===== src/rtl/sfcp_pkg.sv =====
package sfcp_pkg;

    localparam int ADDR_W = 24;
    localparam int KIND_W = 3;
    localparam int LEN_W = 16;
    localparam int OPCODE_W = 8;
    localparam int DIR_W = 2;

    localparam int PAGE_BYTES_DEF = 256;
    localparam int MAX_WRITE_BYTES_DEF = 4096;

    localparam int MAX_RESULTS = 34;
    localparam int MAX_CHUNKS = MAX_RESULTS / 2;
    localparam int CNT_W = $clog2(MAX_CHUNKS);

    localparam logic [KIND_W-1:0] KIND_READ = 3'd0;
    localparam logic [KIND_W-1:0] KIND_WRITE = 3'd1;
    localparam logic [KIND_W-1:0] KIND_SECTOR = 3'd2;
    localparam logic [KIND_W-1:0] KIND_BLOCK = 3'd3;
    localparam logic [KIND_W-1:0] KIND_CHIP = 3'd4;

    localparam logic [OPCODE_W-1:0] OP_WREN = 8'h06;
    localparam logic [OPCODE_W-1:0] OP_PROGRAM = 8'h02;
    localparam logic [OPCODE_W-1:0] OP_READ = 8'h03;
    localparam logic [OPCODE_W-1:0] OP_SECTOR = 8'h20;
    localparam logic [OPCODE_W-1:0] OP_BLOCK = 8'hD8;
    localparam logic [OPCODE_W-1:0] OP_CHIP = 8'hC7;

    localparam logic [DIR_W-1:0] DIR_NONE = 2'd0;
    localparam logic [DIR_W-1:0] DIR_SEND = 2'd1;
    localparam logic [DIR_W-1:0] DIR_RECV = 2'd2;

    typedef enum logic [6:0] {
        S_IDLE  = 7'b0000001,
        S_READ  = 7'b0000010,
        S_EWREN = 7'b0000100,
        S_ERASE = 7'b0001000,
        S_REM   = 7'b0010000,
        S_WREN  = 7'b0100000,
        S_PROG  = 7'b1000000
    } state_t;

endpackage


===== src/rtl/sfcp_req_if.sv =====
interface sfcp_req_if;
    logic                            valid;
    logic                            ready;
    logic [sfcp_pkg::KIND_W-1:0]     kind;
    logic [sfcp_pkg::ADDR_W-1:0]     address;
    logic [sfcp_pkg::LEN_W-1:0]      length;

    modport source (output valid, output kind, output address, output length, input ready);
    modport sink (input valid, input kind, input address, input length, output ready);
endinterface


===== src/rtl/sfcp_txn_if.sv =====
interface sfcp_txn_if;
    logic                            valid;
    logic                            ready;
    logic [sfcp_pkg::OPCODE_W-1:0]   opcode;
    logic [sfcp_pkg::ADDR_W-1:0]     flash_address;
    logic                            has_address;
    logic [sfcp_pkg::DIR_W-1:0]      data_dir;
    logic [sfcp_pkg::LEN_W-1:0]      data_count;
    logic                            poll_after;
    logic                            clamped;
    logic                            last;

    modport source (output valid, output opcode, output flash_address, output has_address,
                    output data_dir, output data_count, output poll_after, output clamped,
                    output last, input ready);
    modport sink (input valid, input opcode, input flash_address, input has_address,
                  input data_dir, input data_count, input poll_after, input clamped,
                  input last, output ready);
endinterface


===== src/rtl/sfcp_rem_unit.sv =====
module sfcp_rem_unit #(
    parameter int PAGE_BYTES = sfcp_pkg::PAGE_BYTES_DEF
) (
    input  logic                                clk,
    input  logic                                rst_n,
    input  logic                                start,
    input  logic [sfcp_pkg::ADDR_W-1:0]         dividend,
    output logic                                busy,
    output logic [$clog2(PAGE_BYTES)-1:0]       rem
);

    localparam int REM_W = $clog2(PAGE_BYTES);
    localparam int TRIAL_W = REM_W + 1;
    localparam int RECIP = (1 << sfcp_pkg::ADDR_W) / PAGE_BYTES;
    localparam int RECIP_W = $clog2(RECIP + 1);
    localparam int PROD_W = sfcp_pkg::ADDR_W + RECIP_W;

    localparam logic [1:0] STEP_QUOT = 2'd0;
    localparam logic [1:0] STEP_TRIAL = 2'd1;
    localparam logic [1:0] STEP_FIX = 2'd2;

    logic                              busy_reg;
    logic                              busy_next;
    logic [1:0]                        step_reg;
    logic [1:0]                        step_next;
    logic [sfcp_pkg::ADDR_W-1:0]       dvd_reg;
    logic [sfcp_pkg::ADDR_W-1:0]       dvd_next;
    logic [RECIP_W-1:0]                quot_reg;
    logic [RECIP_W-1:0]                quot_next;
    logic [TRIAL_W-1:0]                trial_reg;
    logic [TRIAL_W-1:0]                trial_next;
    logic [REM_W-1:0]                  rem_reg;
    logic [REM_W-1:0]                  rem_next;
    logic [PROD_W-1:0]                 product;
    logic [TRIAL_W-1:0]                multiple;

    // The reciprocal estimate of the quotient is low by at most one, so the
    // trial remainder is below twice the page size and one subtraction fixes it.
    always_comb
    begin
        busy_next = busy_reg;
        step_next = step_reg;
        dvd_next = dvd_reg;
        quot_next = quot_reg;
        trial_next = trial_reg;
        rem_next = rem_reg;
        product = PROD_W'(dvd_reg) * PROD_W'(RECIP);
        multiple = quot_reg[TRIAL_W-1:0] * TRIAL_W'(PAGE_BYTES);
        if (start)
        begin
            busy_next = 1'b1;
            step_next = STEP_QUOT;
            dvd_next = dividend;
        end
        else if (busy_reg)
        begin
            case (step_reg)
                STEP_QUOT:
                begin
                    quot_next = product[PROD_W-1:sfcp_pkg::ADDR_W];
                    step_next = STEP_TRIAL;
                end
                STEP_TRIAL:
                begin
                    trial_next = dvd_reg[TRIAL_W-1:0] - multiple;
                    step_next = STEP_FIX;
                end
                STEP_FIX:
                begin
                    if (trial_reg >= TRIAL_W'(PAGE_BYTES))
                    begin
                        rem_next = REM_W'(trial_reg - TRIAL_W'(PAGE_BYTES));
                    end
                    else
                    begin
                        rem_next = trial_reg[REM_W-1:0];
                    end
                    busy_next = 1'b0;
                end
                default:
                begin
                    busy_next = 1'b0;
                end
            endcase
        end
    end

    always_ff @(posedge clk or negedge rst_n)
    begin
        if (!rst_n)
        begin
            busy_reg <= 1'b0;
            step_reg <= STEP_QUOT;
        end
        else
        begin
            busy_reg <= busy_next;
            step_reg <= step_next;
        end
    end

    always_ff @(posedge clk)
    begin
        dvd_reg <= dvd_next;
        quot_reg <= quot_next;
        trial_reg <= trial_next;
        rem_reg <= rem_next;
    end

    assign busy = busy_reg;
    assign rem = rem_reg;

endmodule


===== src/rtl/spi_flash_command_planner.sv =====
// Serial NOR flash command planner.
// The req channel takes one request beat: kind, 24-bit address and length. The txn
// channel gives the flash transactions for it, one beat each, the final one with last.
// A read gives one beat, an erase two. A write is cut at page boundaries and the top
// of the address space; each chunk gives a write-enable beat and a page program beat.
// Writes longer than MAX_WRITE_BYTES are cut to it and flagged clamped.
// Unknown kinds and empty writes give no beat.
// req.ready is high only while the block is idle; one request is handled at a time.
// A read or erase beat appears in the cycle after the request is taken.
// A write first finds the page offset of its address with a remainder unit that
// multiplies by the reciprocal of the page size and corrects once, in quotient, trial
// and fix steps, then sizes each chunk in the S_REM state before that chunk's beats.
// Each transaction beat holds on txn until it is taken; a stalled receiver simply
// stretches the sequence. After the last beat is taken, req.ready returns next cycle.
// Reset returns the block to idle with no beat pending.
module spi_flash_command_planner #(
    parameter int PAGE_BYTES = sfcp_pkg::PAGE_BYTES_DEF,
    parameter int MAX_WRITE_BYTES = sfcp_pkg::MAX_WRITE_BYTES_DEF
) (
    input  logic          clk,
    input  logic          rst_n,
    sfcp_req_if.sink      req,
    sfcp_txn_if.source    txn
);

    localparam int REM_W = $clog2(PAGE_BYTES);
    localparam int CHUNK_W = $clog2(PAGE_BYTES + 1);
    localparam int TOP_W = sfcp_pkg::ADDR_W + 1;

    sfcp_pkg::state_t                  state_reg;
    sfcp_pkg::state_t                  state_next;
    logic [sfcp_pkg::KIND_W-1:0]       kind_reg;
    logic [sfcp_pkg::KIND_W-1:0]       kind_next;
    logic [sfcp_pkg::ADDR_W-1:0]       cur_reg;
    logic [sfcp_pkg::ADDR_W-1:0]       cur_next;
    logic [sfcp_pkg::LEN_W-1:0]        len_reg;
    logic [sfcp_pkg::LEN_W-1:0]        len_next;
    logic                              clamp_reg;
    logic                              clamp_next;
    logic                              first_reg;
    logic                              first_next;
    logic [CHUNK_W-1:0]                chunk_reg;
    logic [CHUNK_W-1:0]                chunk_next;
    logic [sfcp_pkg::CNT_W-1:0]        cnt_reg;
    logic [sfcp_pkg::CNT_W-1:0]        cnt_next;

    logic                              rem_start;
    logic                              rem_busy;
    logic [REM_W-1:0]                  rem;
    logic [CHUNK_W-1:0]                room;
    logic [TOP_W-1:0]                  top_space;
    logic [CHUNK_W-1:0]                chunk_calc;
    logic                              prog_last;
    logic                              req_fire;
    logic                              txn_fire;

    sfcp_rem_unit #(
        .PAGE_BYTES (PAGE_BYTES)
    ) u_rem (
        .clk      (clk),
        .rst_n    (rst_n),
        .start    (rem_start),
        .dividend (req.address),
        .busy     (rem_busy),
        .rem      (rem)
    );

    assign req.ready = (state_reg == sfcp_pkg::S_IDLE);
    assign req_fire = req.valid && req.ready;
    assign txn_fire = txn.valid && txn.ready;

    assign rem_start = req_fire && (req.kind == sfcp_pkg::KIND_WRITE) && (req.length != '0);

    // Only the first chunk of a write can start inside a page.
    always_comb
    begin
        if (first_reg)
        begin
            room = CHUNK_W'(PAGE_BYTES) - CHUNK_W'(rem);
        end
        else
        begin
            room = CHUNK_W'(PAGE_BYTES);
        end
        top_space = {1'b1, {sfcp_pkg::ADDR_W{1'b0}}} - {1'b0, cur_reg};
        chunk_calc = room;
        if (len_reg < sfcp_pkg::LEN_W'(room))
        begin
            chunk_calc = CHUNK_W'(len_reg);
        end
        if (TOP_W'(chunk_calc) > top_space)
        begin
            chunk_calc = CHUNK_W'(top_space);
        end
    end

    assign prog_last = (len_reg == sfcp_pkg::LEN_W'(chunk_reg))
                       || (cnt_reg == sfcp_pkg::CNT_W'(sfcp_pkg::MAX_CHUNKS - 1));

    always_comb
    begin
        state_next = state_reg;
        kind_next = kind_reg;
        cur_next = cur_reg;
        len_next = len_reg;
        clamp_next = clamp_reg;
        first_next = first_reg;
        chunk_next = chunk_reg;
        cnt_next = cnt_reg;
        case (state_reg)
            sfcp_pkg::S_IDLE:
            begin
                if (req_fire)
                begin
                    kind_next = req.kind;
                    cur_next = req.address;
                    len_next = req.length;
                    clamp_next = 1'b0;
                    first_next = 1'b1;
                    cnt_next = '0;
                    case (req.kind)
                        sfcp_pkg::KIND_READ:
                        begin
                            state_next = sfcp_pkg::S_READ;
                        end
                        sfcp_pkg::KIND_WRITE:
                        begin
                            if (req.length > sfcp_pkg::LEN_W'(MAX_WRITE_BYTES))
                            begin
                                len_next = sfcp_pkg::LEN_W'(MAX_WRITE_BYTES);
                                clamp_next = 1'b1;
                            end
                            if (req.length != '0)
                            begin
                                state_next = sfcp_pkg::S_REM;
                            end
                        end
                        sfcp_pkg::KIND_SECTOR, sfcp_pkg::KIND_BLOCK, sfcp_pkg::KIND_CHIP:
                        begin
                            state_next = sfcp_pkg::S_EWREN;
                        end
                        default:
                        begin
                            state_next = sfcp_pkg::S_IDLE;
                        end
                    endcase
                end
            end
            sfcp_pkg::S_READ:
            begin
                if (txn_fire)
                begin
                    state_next = sfcp_pkg::S_IDLE;
                end
            end
            sfcp_pkg::S_EWREN:
            begin
                if (txn_fire)
                begin
                    state_next = sfcp_pkg::S_ERASE;
                end
            end
            sfcp_pkg::S_ERASE:
            begin
                if (txn_fire)
                begin
                    state_next = sfcp_pkg::S_IDLE;
                end
            end
            sfcp_pkg::S_REM:
            begin
                if (!rem_busy)
                begin
                    chunk_next = chunk_calc;
                    state_next = sfcp_pkg::S_WREN;
                end
            end
            sfcp_pkg::S_WREN:
            begin
                if (txn_fire)
                begin
                    state_next = sfcp_pkg::S_PROG;
                end
            end
            sfcp_pkg::S_PROG:
            begin
                if (txn_fire)
                begin
                    len_next = len_reg - sfcp_pkg::LEN_W'(chunk_reg);
                    cur_next = cur_reg + sfcp_pkg::ADDR_W'(chunk_reg);
                    first_next = 1'b0;
                    cnt_next = cnt_reg + sfcp_pkg::CNT_W'(1);
                    if (prog_last)
                    begin
                        state_next = sfcp_pkg::S_IDLE;
                    end
                    else
                    begin
                        state_next = sfcp_pkg::S_REM;
                    end
                end
            end
            default:
            begin
                state_next = sfcp_pkg::S_IDLE;
            end
        endcase
    end

    always_ff @(posedge clk or negedge rst_n)
    begin
        if (!rst_n)
        begin
            state_reg <= sfcp_pkg::S_IDLE;
        end
        else
        begin
            state_reg <= state_next;
        end
    end

    always_ff @(posedge clk)
    begin
        kind_reg <= kind_next;
        cur_reg <= cur_next;
        len_reg <= len_next;
        clamp_reg <= clamp_next;
        first_reg <= first_next;
        chunk_reg <= chunk_next;
        cnt_reg <= cnt_next;
    end

    always_comb
    begin
        txn.valid = 1'b0;
        txn.opcode = sfcp_pkg::OP_WREN;
        txn.flash_address = '0;
        txn.has_address = 1'b0;
        txn.data_dir = sfcp_pkg::DIR_NONE;
        txn.data_count = '0;
        txn.poll_after = 1'b0;
        txn.clamped = 1'b0;
        txn.last = 1'b0;
        case (state_reg)
            sfcp_pkg::S_READ:
            begin
                txn.valid = 1'b1;
                txn.opcode = sfcp_pkg::OP_READ;
                txn.flash_address = cur_reg;
                txn.has_address = 1'b1;
                txn.data_dir = sfcp_pkg::DIR_RECV;
                txn.data_count = len_reg;
                txn.last = 1'b1;
            end
            sfcp_pkg::S_EWREN:
            begin
                txn.valid = 1'b1;
                txn.poll_after = (kind_reg != sfcp_pkg::KIND_CHIP);
            end
            sfcp_pkg::S_ERASE:
            begin
                txn.valid = 1'b1;
                txn.poll_after = 1'b1;
                txn.last = 1'b1;
                case (kind_reg)
                    sfcp_pkg::KIND_SECTOR:
                    begin
                        txn.opcode = sfcp_pkg::OP_SECTOR;
                        txn.flash_address = cur_reg;
                        txn.has_address = 1'b1;
                    end
                    sfcp_pkg::KIND_BLOCK:
                    begin
                        txn.opcode = sfcp_pkg::OP_BLOCK;
                        txn.flash_address = cur_reg;
                        txn.has_address = 1'b1;
                    end
                    default:
                    begin
                        txn.opcode = sfcp_pkg::OP_CHIP;
                    end
                endcase
            end
            sfcp_pkg::S_WREN:
            begin
                txn.valid = 1'b1;
                txn.clamped = clamp_reg;
            end
            sfcp_pkg::S_PROG:
            begin
                txn.valid = 1'b1;
                txn.opcode = sfcp_pkg::OP_PROGRAM;
                txn.flash_address = cur_reg;
                txn.has_address = 1'b1;
                txn.data_dir = sfcp_pkg::DIR_SEND;
                txn.data_count = sfcp_pkg::LEN_W'(chunk_reg);
                txn.poll_after = 1'b1;
                txn.clamped = clamp_reg;
                txn.last = prog_last;
            end
            default:
            begin
                txn.valid = 1'b0;
            end
        endcase
    end

endmodule


===== src/flat_wrapper.sv =====
// flat-port wrapper written by rule: the top's interface ports become plain ports
module spi_flash_command_planner_flat 
#(
    parameter int PAGE_BYTES = sfcp_pkg::PAGE_BYTES_DEF,
    parameter int MAX_WRITE_BYTES = sfcp_pkg::MAX_WRITE_BYTES_DEF
)
  (clk, rst_n, req_valid, req_kind, req_address, req_length, req_ready, txn_valid, txn_opcode, txn_flash_address, txn_has_address, txn_data_dir, txn_data_count, txn_poll_after, txn_clamped, txn_last, txn_ready);
  sfcp_req_if req_i ();
  sfcp_txn_if txn_i ();
  input  logic clk;
  input  logic rst_n;
  input wire logic [$bits(req_i.valid)-1:0] req_valid;
  input wire logic [$bits(req_i.kind)-1:0] req_kind;
  input wire logic [$bits(req_i.address)-1:0] req_address;
  input wire logic [$bits(req_i.length)-1:0] req_length;
  output wire logic [$bits(req_i.ready)-1:0] req_ready;
  output wire logic [$bits(txn_i.valid)-1:0] txn_valid;
  output wire logic [$bits(txn_i.opcode)-1:0] txn_opcode;
  output wire logic [$bits(txn_i.flash_address)-1:0] txn_flash_address;
  output wire logic [$bits(txn_i.has_address)-1:0] txn_has_address;
  output wire logic [$bits(txn_i.data_dir)-1:0] txn_data_dir;
  output wire logic [$bits(txn_i.data_count)-1:0] txn_data_count;
  output wire logic [$bits(txn_i.poll_after)-1:0] txn_poll_after;
  output wire logic [$bits(txn_i.clamped)-1:0] txn_clamped;
  output wire logic [$bits(txn_i.last)-1:0] txn_last;
  input wire logic [$bits(txn_i.ready)-1:0] txn_ready;
  assign req_i.valid = req_valid;
  assign req_i.kind = req_kind;
  assign req_i.address = req_address;
  assign req_i.length = req_length;
  assign req_ready = req_i.ready;
  assign txn_valid = txn_i.valid;
  assign txn_opcode = txn_i.opcode;
  assign txn_flash_address = txn_i.flash_address;
  assign txn_has_address = txn_i.has_address;
  assign txn_data_dir = txn_i.data_dir;
  assign txn_data_count = txn_i.data_count;
  assign txn_poll_after = txn_i.poll_after;
  assign txn_clamped = txn_i.clamped;
  assign txn_last = txn_i.last;
  assign txn_i.ready = txn_ready;
  spi_flash_command_planner #(.PAGE_BYTES(PAGE_BYTES), .MAX_WRITE_BYTES(MAX_WRITE_BYTES)) u_core (.clk(clk), .rst_n(rst_n), .req(req_i), .txn(txn_i));
endmodule

===== config.mk =====
export PLATFORM = sky130hd
export DESIGN_NAME = spi_flash_command_planner_flat
export DESIGN_NICKNAME = d
export VERILOG_FILES = /design/src/rtl/sfcp_pkg.sv /design/src/rtl/sfcp_req_if.sv /design/src/rtl/sfcp_txn_if.sv /design/src/rtl/sfcp_rem_unit.sv /design/src/rtl/spi_flash_command_planner.sv /design/src/flat_wrapper.sv
export SDC_FILE = /design/constraint.sdc
export NUM_CORES = 1
export LEC_CHECK = 0
export BUFFER_PORTS_ARGS = -buffer_cell sky130_fd_sc_hd__buf_2
export CORE_ASPECT_RATIO = 1.1
export CORE_MARGIN = 3
export CORE_UTILIZATION = 35
export DETAILED_ROUTE_END_ITERATION = 8
export SYNTH_ARGS = -nofsm -noshare
export SYNTH_HDL_FRONTEND = slang
export SYNTH_SLANG_ARGS = --single-unit

===== constraint.sdc =====
create_clock -name clk -period 5.3 [get_ports clk]
set_input_delay 1.06 -clock clk [delete_from_list [all_inputs] [get_ports clk]]
set_output_delay 1.06 -clock clk [all_outputs]
set_load 0.1 [all_outputs]

Word-level counts from Yosys, hierarchy flattened
Index checks and enable logic that the tools add are counted.
{ "word_totals": {"ff_bits": 96, "inputBits": 47, "word_cells": 126, "output_inout_bits": 56} }
{ "op_classes": {"n_eq_ne": 25, "order_cmp": 4, "n_bitwise": 2, "mux": 47, "addsub": 7, "reduce_logical": 27} }
{ "ops": {"columns": ["operator", "n"], "rows": [
  ["$pmux 24 s2", 2],
  ["$mux 24", 3],
  ["$mux 16", 4],
  ["$pmux 16 s2", 2],
  ["$mux 7", 7],
  ["$pmux 7 s6", 1],
  ["$mux 9", 3],
  ["$gt 9x25->1", 1],
  ["$sub 25x24->25 const A", 1],
  ["$add 24x9->24", 1],
  ["$pmux 8 s3", 1],
  ["$pmux 7 s3", 1],
  ["$eq 16x9->1", 1],
  ["$gt 16x13->1 const B", 1],
  ["$lt 16x9->1", 1],
  ["$pmux 8 s2", 1],
  ["$reduce_bool 16->1", 1],
  ["$sub 16x9->16", 1],
  ["$mux 5", 3],
  ["$eq 3x2->1 const B", 4],
  ["$reduce_and 3->1", 4],
  ["$reduce_or 2->1", 6],
  ["$pmux 5 s2", 1],
  ["$ge 9x9->1 const B", 1],
  ["other kinds (35)", 60]
]} }

Depth between registers and ports, before layout
Gate-level depths: netlist (run 1).
{ "depth": {"word_depth": 6, "mapped_depth": 23, "depth_no_buf": 22} }

Hierarchy
Synthesis (run 1) repeated with hierarchy kept, for this count alone.
{ "hier_totals": {"cells_unflattened": 699, "hier_area_um2": 6588.8} }
{ "by_module_without_submodules": {"columns": ["module", "n_inst", "area_per_inst_um2", "seq_area_each_um2", "cells_each"], "rows": [
  ["spi_flash_command_planner", 1, 5716.7, 1948.1, 663],
  ["sfcp_rem_unit", 1, 872.1, 795.8, 36]
]} }

Worst setup path after synthesis (run 1)
No wires, ideal clock.
{ "synth_path": {"path_kind": "register to register", "startpoint": "register u_core.state_reg[2]", "endpoint": "register u_core.u_rem.rem_reg[0], in the netlist u_core.u_rem.rem[0], enable pin", "setup_time_ns": 0.352, "t_arrival_ns": 6.083, "required_time_ns": 4.948, "stages_incl_launch_ff": 8, "synth_period_minus_slack_ns": 6.434, "path_slack_ns": -1.134, "path_buffers": 1, "path_cell_list": "dfrtp_1 > clkbuf_1 > nor2_1 > nand2_1 > nor4b_1 > nand2_1 > nor3b_1 > nor3_1"} }
{ "synth_between": {"elab_chain_len": 6} }
{ "synth_rtl": {"columns": ["item", "line", "source"], "rows": [
  ["start: declaration", "spi_flash_command_planner.sv:30", "sfcp_pkg::state_t state_reg;"],
  ["start signal: assignment", "spi_flash_command_planner.sv:214", "state_reg <= sfcp_pkg::S_IDLE;"],
  ["start signal: assignment", "spi_flash_command_planner.sv:218", "state_reg <= state_next;"],
  ["$eq 7x1->1", "spi_flash_command_planner.sv:68", "assign req.ready = (state_reg == sfcp_pkg::S_IDLE);"],
  ["net req_ready", "flat_wrapper.sv:16", "output wire logic [$bits(req_i.ready)-1:0] req_ready;"],
  ["$logic_and 1x1->1", "spi_flash_command_planner.sv:69", "assign req_fire = req.valid && req.ready;"],
  ["$logic_and 1x1->1 (2 in a row)", "spi_flash_command_planner.sv:72", "assign rem_start = req_fire && (req.kind == sfcp_pkg::KIND_WRITE) && (req.length != '0);"],
  ["net u_core.rem_start", "spi_flash_command_planner.sv:47", "logic rem_start;"],
  ["$not 1->1 (no line)", null, null],
  ["$reduce_and 3->1 (no line)", null, null],
  ["end signal: assignment", "sfcp_rem_unit.sv:107", "rem_reg <= rem_next;"],
  ["end: declaration", "sfcp_rem_unit.sv:32", "logic [REM_W-1:0] rem_reg;"]
]} }
The timed path passes the listed nets, and every way through them passes these cells.
A chain may end at the register's enable or synchronous reset.

Worst setup path in the final report (run 1)
{ "layout_path": {"startpoint": "register u_core.u_rem.rem_reg[0], in the netlist u_core.u_rem.rem[0]", "endpoint": "register u_core.chunk_reg[1] (data pin)"} }
{ "layout_between": {"elab_chain_len": 6} }
{ "layout_rtl": {"columns": ["item", "line", "source"], "rows": [
  ["$sub 9x8->9 (*)", "spi_flash_command_planner.sv:79", "room = CHUNK_W'(PAGE_BYTES) - CHUNK_W'(rem);"],
  ["$mux 9 (*)", "spi_flash_command_planner.sv:77", "if (first_reg)"],
  ["$lt 16x9->1", "spi_flash_command_planner.sv:87", "if (len_reg < sfcp_pkg::LEN_W'(room))"],
  ["$mux 9 (*)", "spi_flash_command_planner.sv:87", null],
  ["$gt 9x25->1", "spi_flash_command_planner.sv:91", "if (TOP_W'(chunk_calc) > top_space)"],
  ["$mux 9 (*)", "spi_flash_command_planner.sv:91", null],
  ["net u_core.chunk_calc[1]", "spi_flash_command_planner.sv:52", "logic [CHUNK_W-1:0] chunk_calc;"],
  ["end signal: assignment", "spi_flash_command_planner.sv:229", "chunk_reg <= chunk_next;"],
  ["end: declaration", "spi_flash_command_planner.sv:42", "logic [CHUNK_W-1:0] chunk_reg;"]
]} }
The timed path passes the listed nets; every way through them passes the cells marked *.

==> key figures, run 1 <==
Hold path
  – Cell depth of the worst hold path: 0
  – Worst hold path class: reg2reg
  – Min-delay src: u_core.u_rem.dvd_reg[7]$_DFFE_PP_

Cells and area
  – Number of antenna diodes: 0
  – Max FFs per register: 24
  – Number of fillers in the final layout: 1,839
  – Multi-input gate area in the final layout: 0.003523 mm²
  – Post-layout utilization of the core: 0.4185
  – Area taken by flip-flops and latches: 0.002744 mm²
  – Non-Filler Cell Area, Final: 0.007557 mm²
  – Layout overhead on the synthesized area: 14.94%
  – Ratio of cells with drive above 1 in the final layout: 0.1965
  – Final-stage net count: 872

Route
  – Total routed wire length on the met1 layer: 7978 µm
  – Post-Route WL: 17,550 µm
  – Routed WL per cell: 17.09 µm
  – Overall via count from detail_route: 5,304
  – Via count normalized by instance count: 5.165
  – DRT iter0 DRCs: 325
  – Detail Route Antenna Nets: 0
  – Metal2 WL: 8477 µm
  – Number of search-and-repair iterations in the first detailed-routing pass: 5
  – DRC violations left: 0
  – Uppermost metal layer occupied by signal nets: met4
  – Met3 Wirelength: 712 µm

Timing
  – Worst Tran Pin Value: 1.160 ns
  – Count of final hold-check violations: 0
  – Crit path time final: 4.937 ns
  – Relative slew margins: 0.2232
  – Number of max-slew violations in the final report: 0
  – Count of final setup violators: 0
  – Share of the clock period used by the worst path after layout: 0.9315
  – RSZ-0062 raised after global routing: false
  – Highest clock rate: 202.6 MHz
  – Worst setup skew after layout: 0.008502 ns
  – Setup TNS after final layout: 0 ns

Clock network
  – Root buffer cell: sky130_fd_sc_hd__clkbuf_16
  – CTS Hold Buffers Added: 0
  – CTS resizes: 0
  – Later-pin clock latency in the skew report: 0.35 ns
  – Num CTS Buffers: 9
  – Clock tree from TritonCTS: built
  – Post-CTS clock slew at the launch and capture registers of the worst setup and hold paths: 0.06 ns
  – Count of H-tree levels built during CTS: 3
  – Setup Buffers After CTS: 0
  – Clock Sink Count: 93
  – Max clock buf depth: 2

Yosys
  – Number of flops mapped to enable cells by yosys: 83
  – Proportion of synthesized chip area in sequential cells: 0.4173
  – Cell area after synthesis: 0.006575 mm²
  – Avg Synthesized Cell Area: 9.474 µm²
  – Nets in the synthesized netlist: 782
  – Share of synthesized registers carrying an async set or reset: 0.1075
  – Count of yosys warnings during synthesis: 0
  – Cell count after synthesis: 694
  – Number of distinct standard cells referenced by the synthesized netlist: 76
  – Post-synth top area cell: sky130_fd_sc_hd__edfxtp_1
  – Number of register bits inferred by synthesis: 93
  – Area fraction of the dominant cell type after synthesis: 0.3791
  – Top cells by area in the synthesized netlist: sky130_fd_sc_hd__edfxtp_1 (38%), sky130_fd_sc_hd__ha_1 (7.4%), sky130_fd_sc_hd__nand2_1 (4.1%)
  – Most used flip-flop cell after synthesis: sky130_fd_sc_hd__edfxtp_1

Critical path
  – Worst Setup Start Kind: flop
  – CP peak stage delay: 0.45 ns
  – CP Data Required Time: 5.40 ns
  – Crit path launch: u_core.u_rem.rem[0]$_DFFE_PP_
  – Kind of cell adding the most delay to the critical path: simple AND/OR/NAND/NOR gates
  – Terminus of the critical flop-to-flop path: u_core.chunk_reg[1]$_DFFE_PP_
  – Highest fanout seen on the critical path: 9
  – Endpoint class of the critical path: flop
  – Beginning of the worst register-to-register path: u_core.u_rem.rem[0]$_DFFE_PP_
  – Arrival time at the worst endpoint: 5.04 ns
  – WP depth: 20
  – Crit path to: u_core.chunk_reg[1]$_DFFE_PP_
  – Count of buffering cells on the critical path with inverters included: 2
  – Reg2reg path depth: 20
  – Flop-to-flop setup slack: 0.36 ns
  – Critical path class: reg2reg
  – Critical-path cell with the highest stage delay: sky130_fd_sc_hd__edfxtp_1
  – Worst-path cell chain: inv_1 > ha_1 > nand2b_1 > nor4_1 > xnor2_1 > and2_1 > inv_1 > ha_1 > o2111ai_1 > o21ai_0 > a21oi_1 > o21ai_2 > mux2_2 > ha_1 > nand4_1 > o311ai_0 > nor3_2 > nand4_2 > or2_1 > mux2_4
  – Dominant cell type by count on the critical path: sky130_fd_sc_hd__ha_1

Global routing
  – Total Routing Usage GR: 0.1750
  – Congestion Overflow GR: 0
  – Wire length of the first global-routing pass: 27,860 µm
  – Number of antenna violations at the first check in global routing: 0
  – Number of global-route vias before repair: 5,247
  – Largest net degree at the start of global routing: 58

Placement
  – HPWL after detailed placement: 13,610 µm
  – Placed Area: 0.007289 mm²
  – Global placer's final weighted congestion: 0.8702
  – Buffers added on ports: 102

Floorplan
  – Boundary Pins: 103
  – Placeable core area: 0.01806 mm²
  – Die area: 0.02047 mm²
  – Starting utilization of the core area: 0.3641
  – Chip Width: 136.7 µm
  – Total number of placement rows: 51
  – Die boundary height: 149.8 µm

Pwr
  – Power per standard cell area: 419.7 mW/mm²
  – Static power due to leakage: 0.003259 µW
  – Largest voltage drop on the vdd net: 208.4 µV

Status
  – Result of the run: finished clean

Flow run
  – Count of max-cap constraint violations: 0
-- cells by family after synthesis --
family | Yosys count | share of synthesized area
AOI/OAI and AO/OA | 140 | 0.1324
xor gates and xnor gates | 51 | 0.06794
adders and majority gates | 41 | 0.08031
buffers and inverters | 74 | 0.04890
DFF | 93 | 0.4173
muxes | 14 | 0.02341
and+or+nand+nor | 281 | 0.2297
-- cell usage after synthesis (5+ instances only) --
master / count
sky130_fd_sc_hd__edfxtp_1: 83
sky130_fd_sc_hd__nand2_1: 71
sky130_fd_sc_hd__o21ai_0: 53
sky130_fd_sc_hd__nor2_1: 52
sky130_fd_sc_hd__inv_1: 44
sky130_fd_sc_hd__ha_1: 39
sky130_fd_sc_hd__and2_1: 31
sky130_fd_sc_hd__nand3_1: 31
sky130_fd_sc_hd__xnor2_1: 30
sky130_fd_sc_hd__a21oi_1: 21
sky130_fd_sc_hd__xor2_1: 21
sky130_fd_sc_hd__clkbuf_1: 20
sky130_fd_sc_hd__nor3_1: 19
sky130_fd_sc_hd__a21o_1: 13
sky130_fd_sc_hd__nand2b_1: 10
sky130_fd_sc_hd__dfrtp_1: 9
sky130_fd_sc_hd__nor2b_1: 9
sky130_fd_sc_hd__nor4_1: 8
sky130_fd_sc_hd__or3_1: 8
sky130_fd_sc_hd__o21ai_1: 7
sky130_fd_sc_hd__mux2_2: 6
sky130_fd_sc_hd__mux2i_1: 6
sky130_fd_sc_hd__o211ai_1: 6
sky130_fd_sc_hd__and3_1: 5
sky130_fd_sc_hd__o21a_1: 5
sky130_fd_sc_hd__o31ai_1: 5
-- worst min path at each step --
stage / end / slack, ns
after floorplan: u_core.u_rem.rem[0]$_DFFE_PP_ / 0.40
after global placement: u_core.u_rem.trial_reg[7]$_DFFE_PP_ / 0.40
after detailed placement: u_core.u_rem.trial_reg[7]$_DFFE_PP_ / 0.40
after CTS: u_core.u_rem.trial_reg[7]$_DFFE_PP_ / 0.42
after global routing: u_core.u_rem.trial_reg[6]$_DFFE_PP_ / 0.43
final: u_core.u_rem.trial_reg[7]$_DFFE_PP_ / 0.42
-- area by class of cell --
cell class | count | area share
flip-flops and latches | 93 | 0.3631
well taps | 238 | 0.03940
inverters | 45 | 0.02235
clock inverters | 5 | 0.004636
multi-input cells | 527 | 0.4662
repair buffers | 108 | 0.07351
clock buffers | 11 | 0.03079
-- where the power goes --
group | switching, µW | internal, µW | leakage [µW]
clock network | 289 | 320 | 0.000130
logic | 909 | 419 | 0.00223
registers | 227 | 1010 | 0.000895
-- cells in the final DEF, fill, tap and decap left out, types with 3 or more instances in the layout --
cell type / synthesis / routed
sky130_fd_sc_hd__buf_2: 0 / 102
sky130_fd_sc_hd__edfxtp_1: 83 / 83
sky130_fd_sc_hd__nand2_1: 71 / 70
sky130_fd_sc_hd__o21ai_0: 53 / 53
sky130_fd_sc_hd__nor2_1: 52 / 52
sky130_fd_sc_hd__inv_1: 44 / 44
sky130_fd_sc_hd__ha_1: 39 / 39
sky130_fd_sc_hd__and2_1: 31 / 31
sky130_fd_sc_hd__nand3_1: 31 / 31
sky130_fd_sc_hd__xnor2_1: 30 / 30
sky130_fd_sc_hd__a21oi_1: 21 / 21
sky130_fd_sc_hd__xor2_1: 21 / 21
sky130_fd_sc_hd__nor3_1: 19 / 19
sky130_fd_sc_hd__a21o_1: 13 / 13
sky130_fd_sc_hd__nand2b_1: 10 / 10
sky130_fd_sc_hd__nor2b_1: 9 / 9
sky130_fd_sc_hd__clkbuf_16: 0 / 9
sky130_fd_sc_hd__dfrtp_1: 9 / 9
sky130_fd_sc_hd__nor4_1: 8 / 8
sky130_fd_sc_hd__or3_1: 8 / 8
sky130_fd_sc_hd__o21ai_1: 7 / 7
sky130_fd_sc_hd__mux2_2: 6 / 6
sky130_fd_sc_hd__mux2i_1: 6 / 6
sky130_fd_sc_hd__o211ai_1: 6 / 6
sky130_fd_sc_hd__buf_4: 3 / 6
sky130_fd_sc_hd__and3_1: 5 / 5
sky130_fd_sc_hd__o21a_1: 5 / 5
sky130_fd_sc_hd__o31ai_1: 5 / 5
sky130_fd_sc_hd__o2111ai_1: 4 / 4
sky130_fd_sc_hd__nand4_1: 4 / 4
sky130_fd_sc_hd__a31oi_1: 3 / 3
sky130_fd_sc_hd__or4_1: 3 / 3
sky130_fd_sc_hd__nor4_2: 3 / 3
sky130_fd_sc_hd__nor3_2: 3 / 3
sky130_fd_sc_hd__a211oi_1: 3 / 3
sky130_fd_sc_hd__a22oi_1: 3 / 3
sky130_fd_sc_hd__or2_2: 3 / 3
-- per-layer routing --
metal  vias to the layer above  GRT usage
li1                       2680          -
met1                      2481     0.2319
met2                       117     0.2907
met3                        26    0.02555
met4                         0    0.06250
met5                         -          0
-- metrics by stage --
stage	total power [µW]	hold slack, ns	cells	setup WS [ns]
3_5_place_dp	2577	0.4045	1011	0.3940
4_1_cts	3198	0.4202	1027	0.3692
5_1_grt	3380	0.4275	1027	0.01238
3_3_place_gp	2577	0.4026	1011	0.4244
2_1_floorplan	2256	0.4003	694	0.5706
6_report	3172	0.4191	1027	0.3633
Note: power is estimated with default switching activity, not from simulation.
==> run 2, diff against run 1 <==
--- a/config.mk
+++ b/config.mk
@@ -10,6 +10,7 @@
 export CORE_MARGIN = 3
 export CORE_UTILIZATION = 35
 export DETAILED_ROUTE_END_ITERATION = 8
+export MAX_ROUTING_LAYER = met4
 export SYNTH_ARGS = -nofsm -noshare
 export SYNTH_HDL_FRONTEND = slang
 export SYNTH_SLANG_ARGS = --single-unit
==> run 2 against run 1 <==
Setup slack gained 0.020 ns. Routed wire length grew 0.69%. Global-route usage grew 0.67 points. Largest power group unchanged.
==> key figures, run 2 (synthesis results as in run 1) <==
Hold path
  – Worst hold path class: reg2reg

Clock network
  – Clock tree from TritonCTS: built
  – Post-CTS clock slew at the launch and capture registers of the worst setup and hold paths: 0.07 ns (about the same)
  – Root buffer cell: sky130_fd_sc_hd__clkbuf_16
  – Clock Sink Count: 93 (unchanged)
  – Later-pin clock latency in the skew report: 0.36 ns (about the same)
  – Num CTS Buffers: 9 (unchanged)
  – Max clock buf depth: 2 (unchanged)
  – Setup Buffers After CTS: 0 (unchanged)
  – Count of H-tree levels built during CTS: 3 (unchanged)

Critical path
  – Crit path launch: u_core.u_rem.rem[0]$_DFFE_PP_
  – Critical path class: reg2reg
  – Endpoint class of the critical path: flop
  – Worst Setup Start Kind: flop
  – Flop-to-flop setup slack: 0.38 ns (+0.02 ns)
  – Critical-path cell with the highest stage delay: sky130_fd_sc_hd__edfxtp_1
  – Beginning of the worst register-to-register path: u_core.u_rem.rem[0]$_DFFE_PP_
  – Worst-path cell chain: inv_1 > ha_1 > nand2b_1 > nor4_1 > xnor2_1 > and2_1 > inv_1 > ha_1 > o2111ai_1 > o21ai_0 > a21oi_1 > o21ai_4 > mux2_2 > ha_1 > nand4_1 > o311ai_0 > nor3_2 > nand4_2 > or2_1 > mux2_4
  – Crit path to: u_core.chunk_reg[1]$_DFFE_PP_
  – Dominant cell type by count on the critical path: sky130_fd_sc_hd__ha_1
  – Arrival time at the worst endpoint: 5.03 ns (about the same)
  – CP peak stage delay: 0.45 ns (about the same)
  – Terminus of the critical flop-to-flop path: u_core.chunk_reg[1]$_DFFE_PP_
  – Reg2reg path depth: 20 (unchanged)
  – Highest fanout seen on the critical path: 9 (unchanged)
  – CP Data Required Time: 5.42 ns (+0.02 ns)

Timing
  – Worst Tran Pin Value: 1.187 ns (+0.02649 ns)
  – Share of the clock period used by the worst path after layout: 0.9278 (-0.003680)
  – Count of final setup violators: 0 (unchanged)
  – Highest clock rate: 203.4 MHz (+0.40%)
  – Crit path time final: 4.917 ns (-0.01950 ns)
  – Relative slew margins: 0.2055 (-0.01774)
  – Worst setup skew after layout: 0.008838 ns (+0.0003362 ns)
  – Count of final hold-check violations: 0 (unchanged)
  – Number of max-slew violations in the final report: 0 (unchanged)

Floorplan
  – Total number of placement rows: 51 (unchanged)
  – Chip Width: 136.7 µm (unchanged)
  – Starting utilization of the core area: 0.3641 (unchanged)
  – Boundary Pins: 103 (unchanged)
  – Die boundary height: 149.8 µm (unchanged)
  – Placeable core area: 0.01806 mm² (unchanged)
  – Die area: 0.02047 mm² (unchanged)

Cells and area
  – Ratio of cells with drive above 1 in the final layout: 0.1990 (+0.002535)
  – Commonest non-fill, non-tap cell in the layout: sky130_fd_sc_hd__buf_2
  – Layout overhead on the synthesized area: 16.23%
  – Non-filler cells in the finished layout: 1,027 (unchanged)
  – Number of antenna diodes: 0 (unchanged)
  – Max FFs per register: 24 (unchanged)
  – Final-stage net count: 872 (unchanged)
  – Commonest cells after routing, fill and taps aside: sky130_fd_sc_hd__buf_2 (102), sky130_fd_sc_hd__edfxtp_1 (83), sky130_fd_sc_hd__nand2_1 (70), sky130_fd_sc_hd__o21ai_0 (53), sky130_fd_sc_hd__nor2_1 (52)

Pwr
  – Static power due to leakage: 0.003296 µW (+1.1%)
  – Final Total Pwr: 3331 µW (+5.0%)
  – Largest voltage drop on the vdd net: 201.6 µV (-3.2%)
  – Power per standard cell area: 435.9 mW/mm² (+3.9%)

Status
  – Result of the run: finished clean

Route
  – Via count normalized by instance count: 5.193 (+0.55%)
  – Post-Route WL: 17,670 µm (+0.69%)
  – Overall via count from detail_route: 5,333 (+0.55%)
  – Detail Route Antenna Nets: 0 (unchanged)
  – Number of search-and-repair iterations in the first detailed-routing pass: 4 (-1)
  – Routed WL per cell: 17.21 µm (+0.69%)
  – DRT iter0 DRCs: 327 (+0.62%)
  – DRC violations left: 0 (unchanged)

Placement
  – HPWL after detailed placement: 13,720 µm (+0.75%)
  – Buffers added on ports: 102 (unchanged)
  – Global placer's final weighted congestion: 0.8924 (+2.6%)
  – Placed cell count: 1,011 (unchanged)

Global routing
  – Congestion Overflow GR: 0 (unchanged)
  – Largest net degree at the start of global routing: 58 (unchanged)
  – Total Routing Usage GR: 0.1817 (+0.006729)
  – Number of antenna violations at the first check in global routing: 0 (unchanged)
  – Wire length of the first global-routing pass: 27,960 µm (+0.34%)
  – Number of global-route vias before repair: 5,201 (-0.88%)

Flow run
  – Count of max-cap constraint violations: 0 (unchanged)
==> run 2: cell count changes in the layout (fill, tap and decap cells not counted), sizes merged <==
cell | previous run | this run
clkinv | 2 | 1
bufinv | 0 | 3
clkbuf | 11 | 9
==> run 2: power breakdown <==
group	leakage [µW]	switching, µW	internal [µW]	total (µW)
Clock	0.000166	300	464	764
Sequential	0.000895	230	1010	1240
Combinational	0.00223	912	419	1330
Total	0.00330	1440	1890	3330
==> run 2: layout make-up <==
type,count,area (µm²)
Tap cell,238,297.8
Timing Repair Buffer,108,555.5
Fill cell,1819,10420
Clock inverter,7,120.1
Inverter,45,168.9
Multi-Input combinational cell,527,3531
Clock buffer,9,225.2
Sequential cell,93,2744
==> run 2: metrics by stage <==
step / setup slack [ns] / TNS (ns) / instance area (µm²) / hold WS (ns) / utilization
6_report: 0.3828 / 0 / 7642 / 0.4207 / 0.4232
5_1_grt: -0.002439 / -0.002439 / 7642 / 0.4292 / 0.4232
4_1_cts: 0.2605 / 0 / 7635 / 0.4213 / 0.4228
3_5_place_dp: 0.3032 / 0 / 7289 / 0.4056 / 0.4037
3_3_place_gp: 0.4184 / 0 / 7289 / 0.4034 / 0.4037
2_1_floorplan: 0.5706 / 0 / 6581 / 0.4003 / -
==> run 2: layer usage <==
| metal | global-route usage | share of wire | up-vias |
|---|---|---|---|
| li1 | - | - | 2678 |
| met1 | 0.2388 | 0.46 | 2537 |
| met2 | 0.2924 | 0.49 | 104 |
| met3 | 0.02656 | 0.033 | 14 |
| met4 | 0.05292 | 0.013 | 0 |
| met5 | - | 0 | - |
==> run 2: timing repair <==
action,CTS,global route
hold buffers,0,0
hold endpoints to repair,0,0
endpoints found under the setup margin,0,1
gates resized for setup,0,1
==> run 2: critical path: cells and delay by family, from the launching register on <==
kind	cells	cell delay [ns]
buf+inv	2	0.14
mux	2	0.73
compound gates	5	1.14
simple gates	7	1.28
flops	1	0.45
xor+xnor	1	0.17
fa+ha+maj	3	0.77
==> run 2: worst min-delay path by stage <==
stage / startpoint / end / cells after the start
final: u_core.u_rem.trial_reg[4]$_DFFE_PP_ / u_core.u_rem.rem[4]$_DFFE_PP_ / 0
after global routing: u_core.u_rem.dvd_reg[6]$_DFFE_PP_ / u_core.u_rem.trial_reg[6]$_DFFE_PP_ / 0
after CTS: u_core.u_rem.dvd_reg[6]$_DFFE_PP_ / u_core.u_rem.trial_reg[6]$_DFFE_PP_ / 0
after detailed placement: u_core.u_rem.dvd_reg[6]$_DFFE_PP_ / u_core.u_rem.trial_reg[6]$_DFFE_PP_ / 0
after global placement: u_core.u_rem.dvd_reg[6]$_DFFE_PP_ / u_core.u_rem.trial_reg[6]$_DFFE_PP_ / 0
after floorplan: u_core.u_rem.trial_reg[0]$_DFFE_PP_ / u_core.u_rem.rem[0]$_DFFE_PP_ / 0
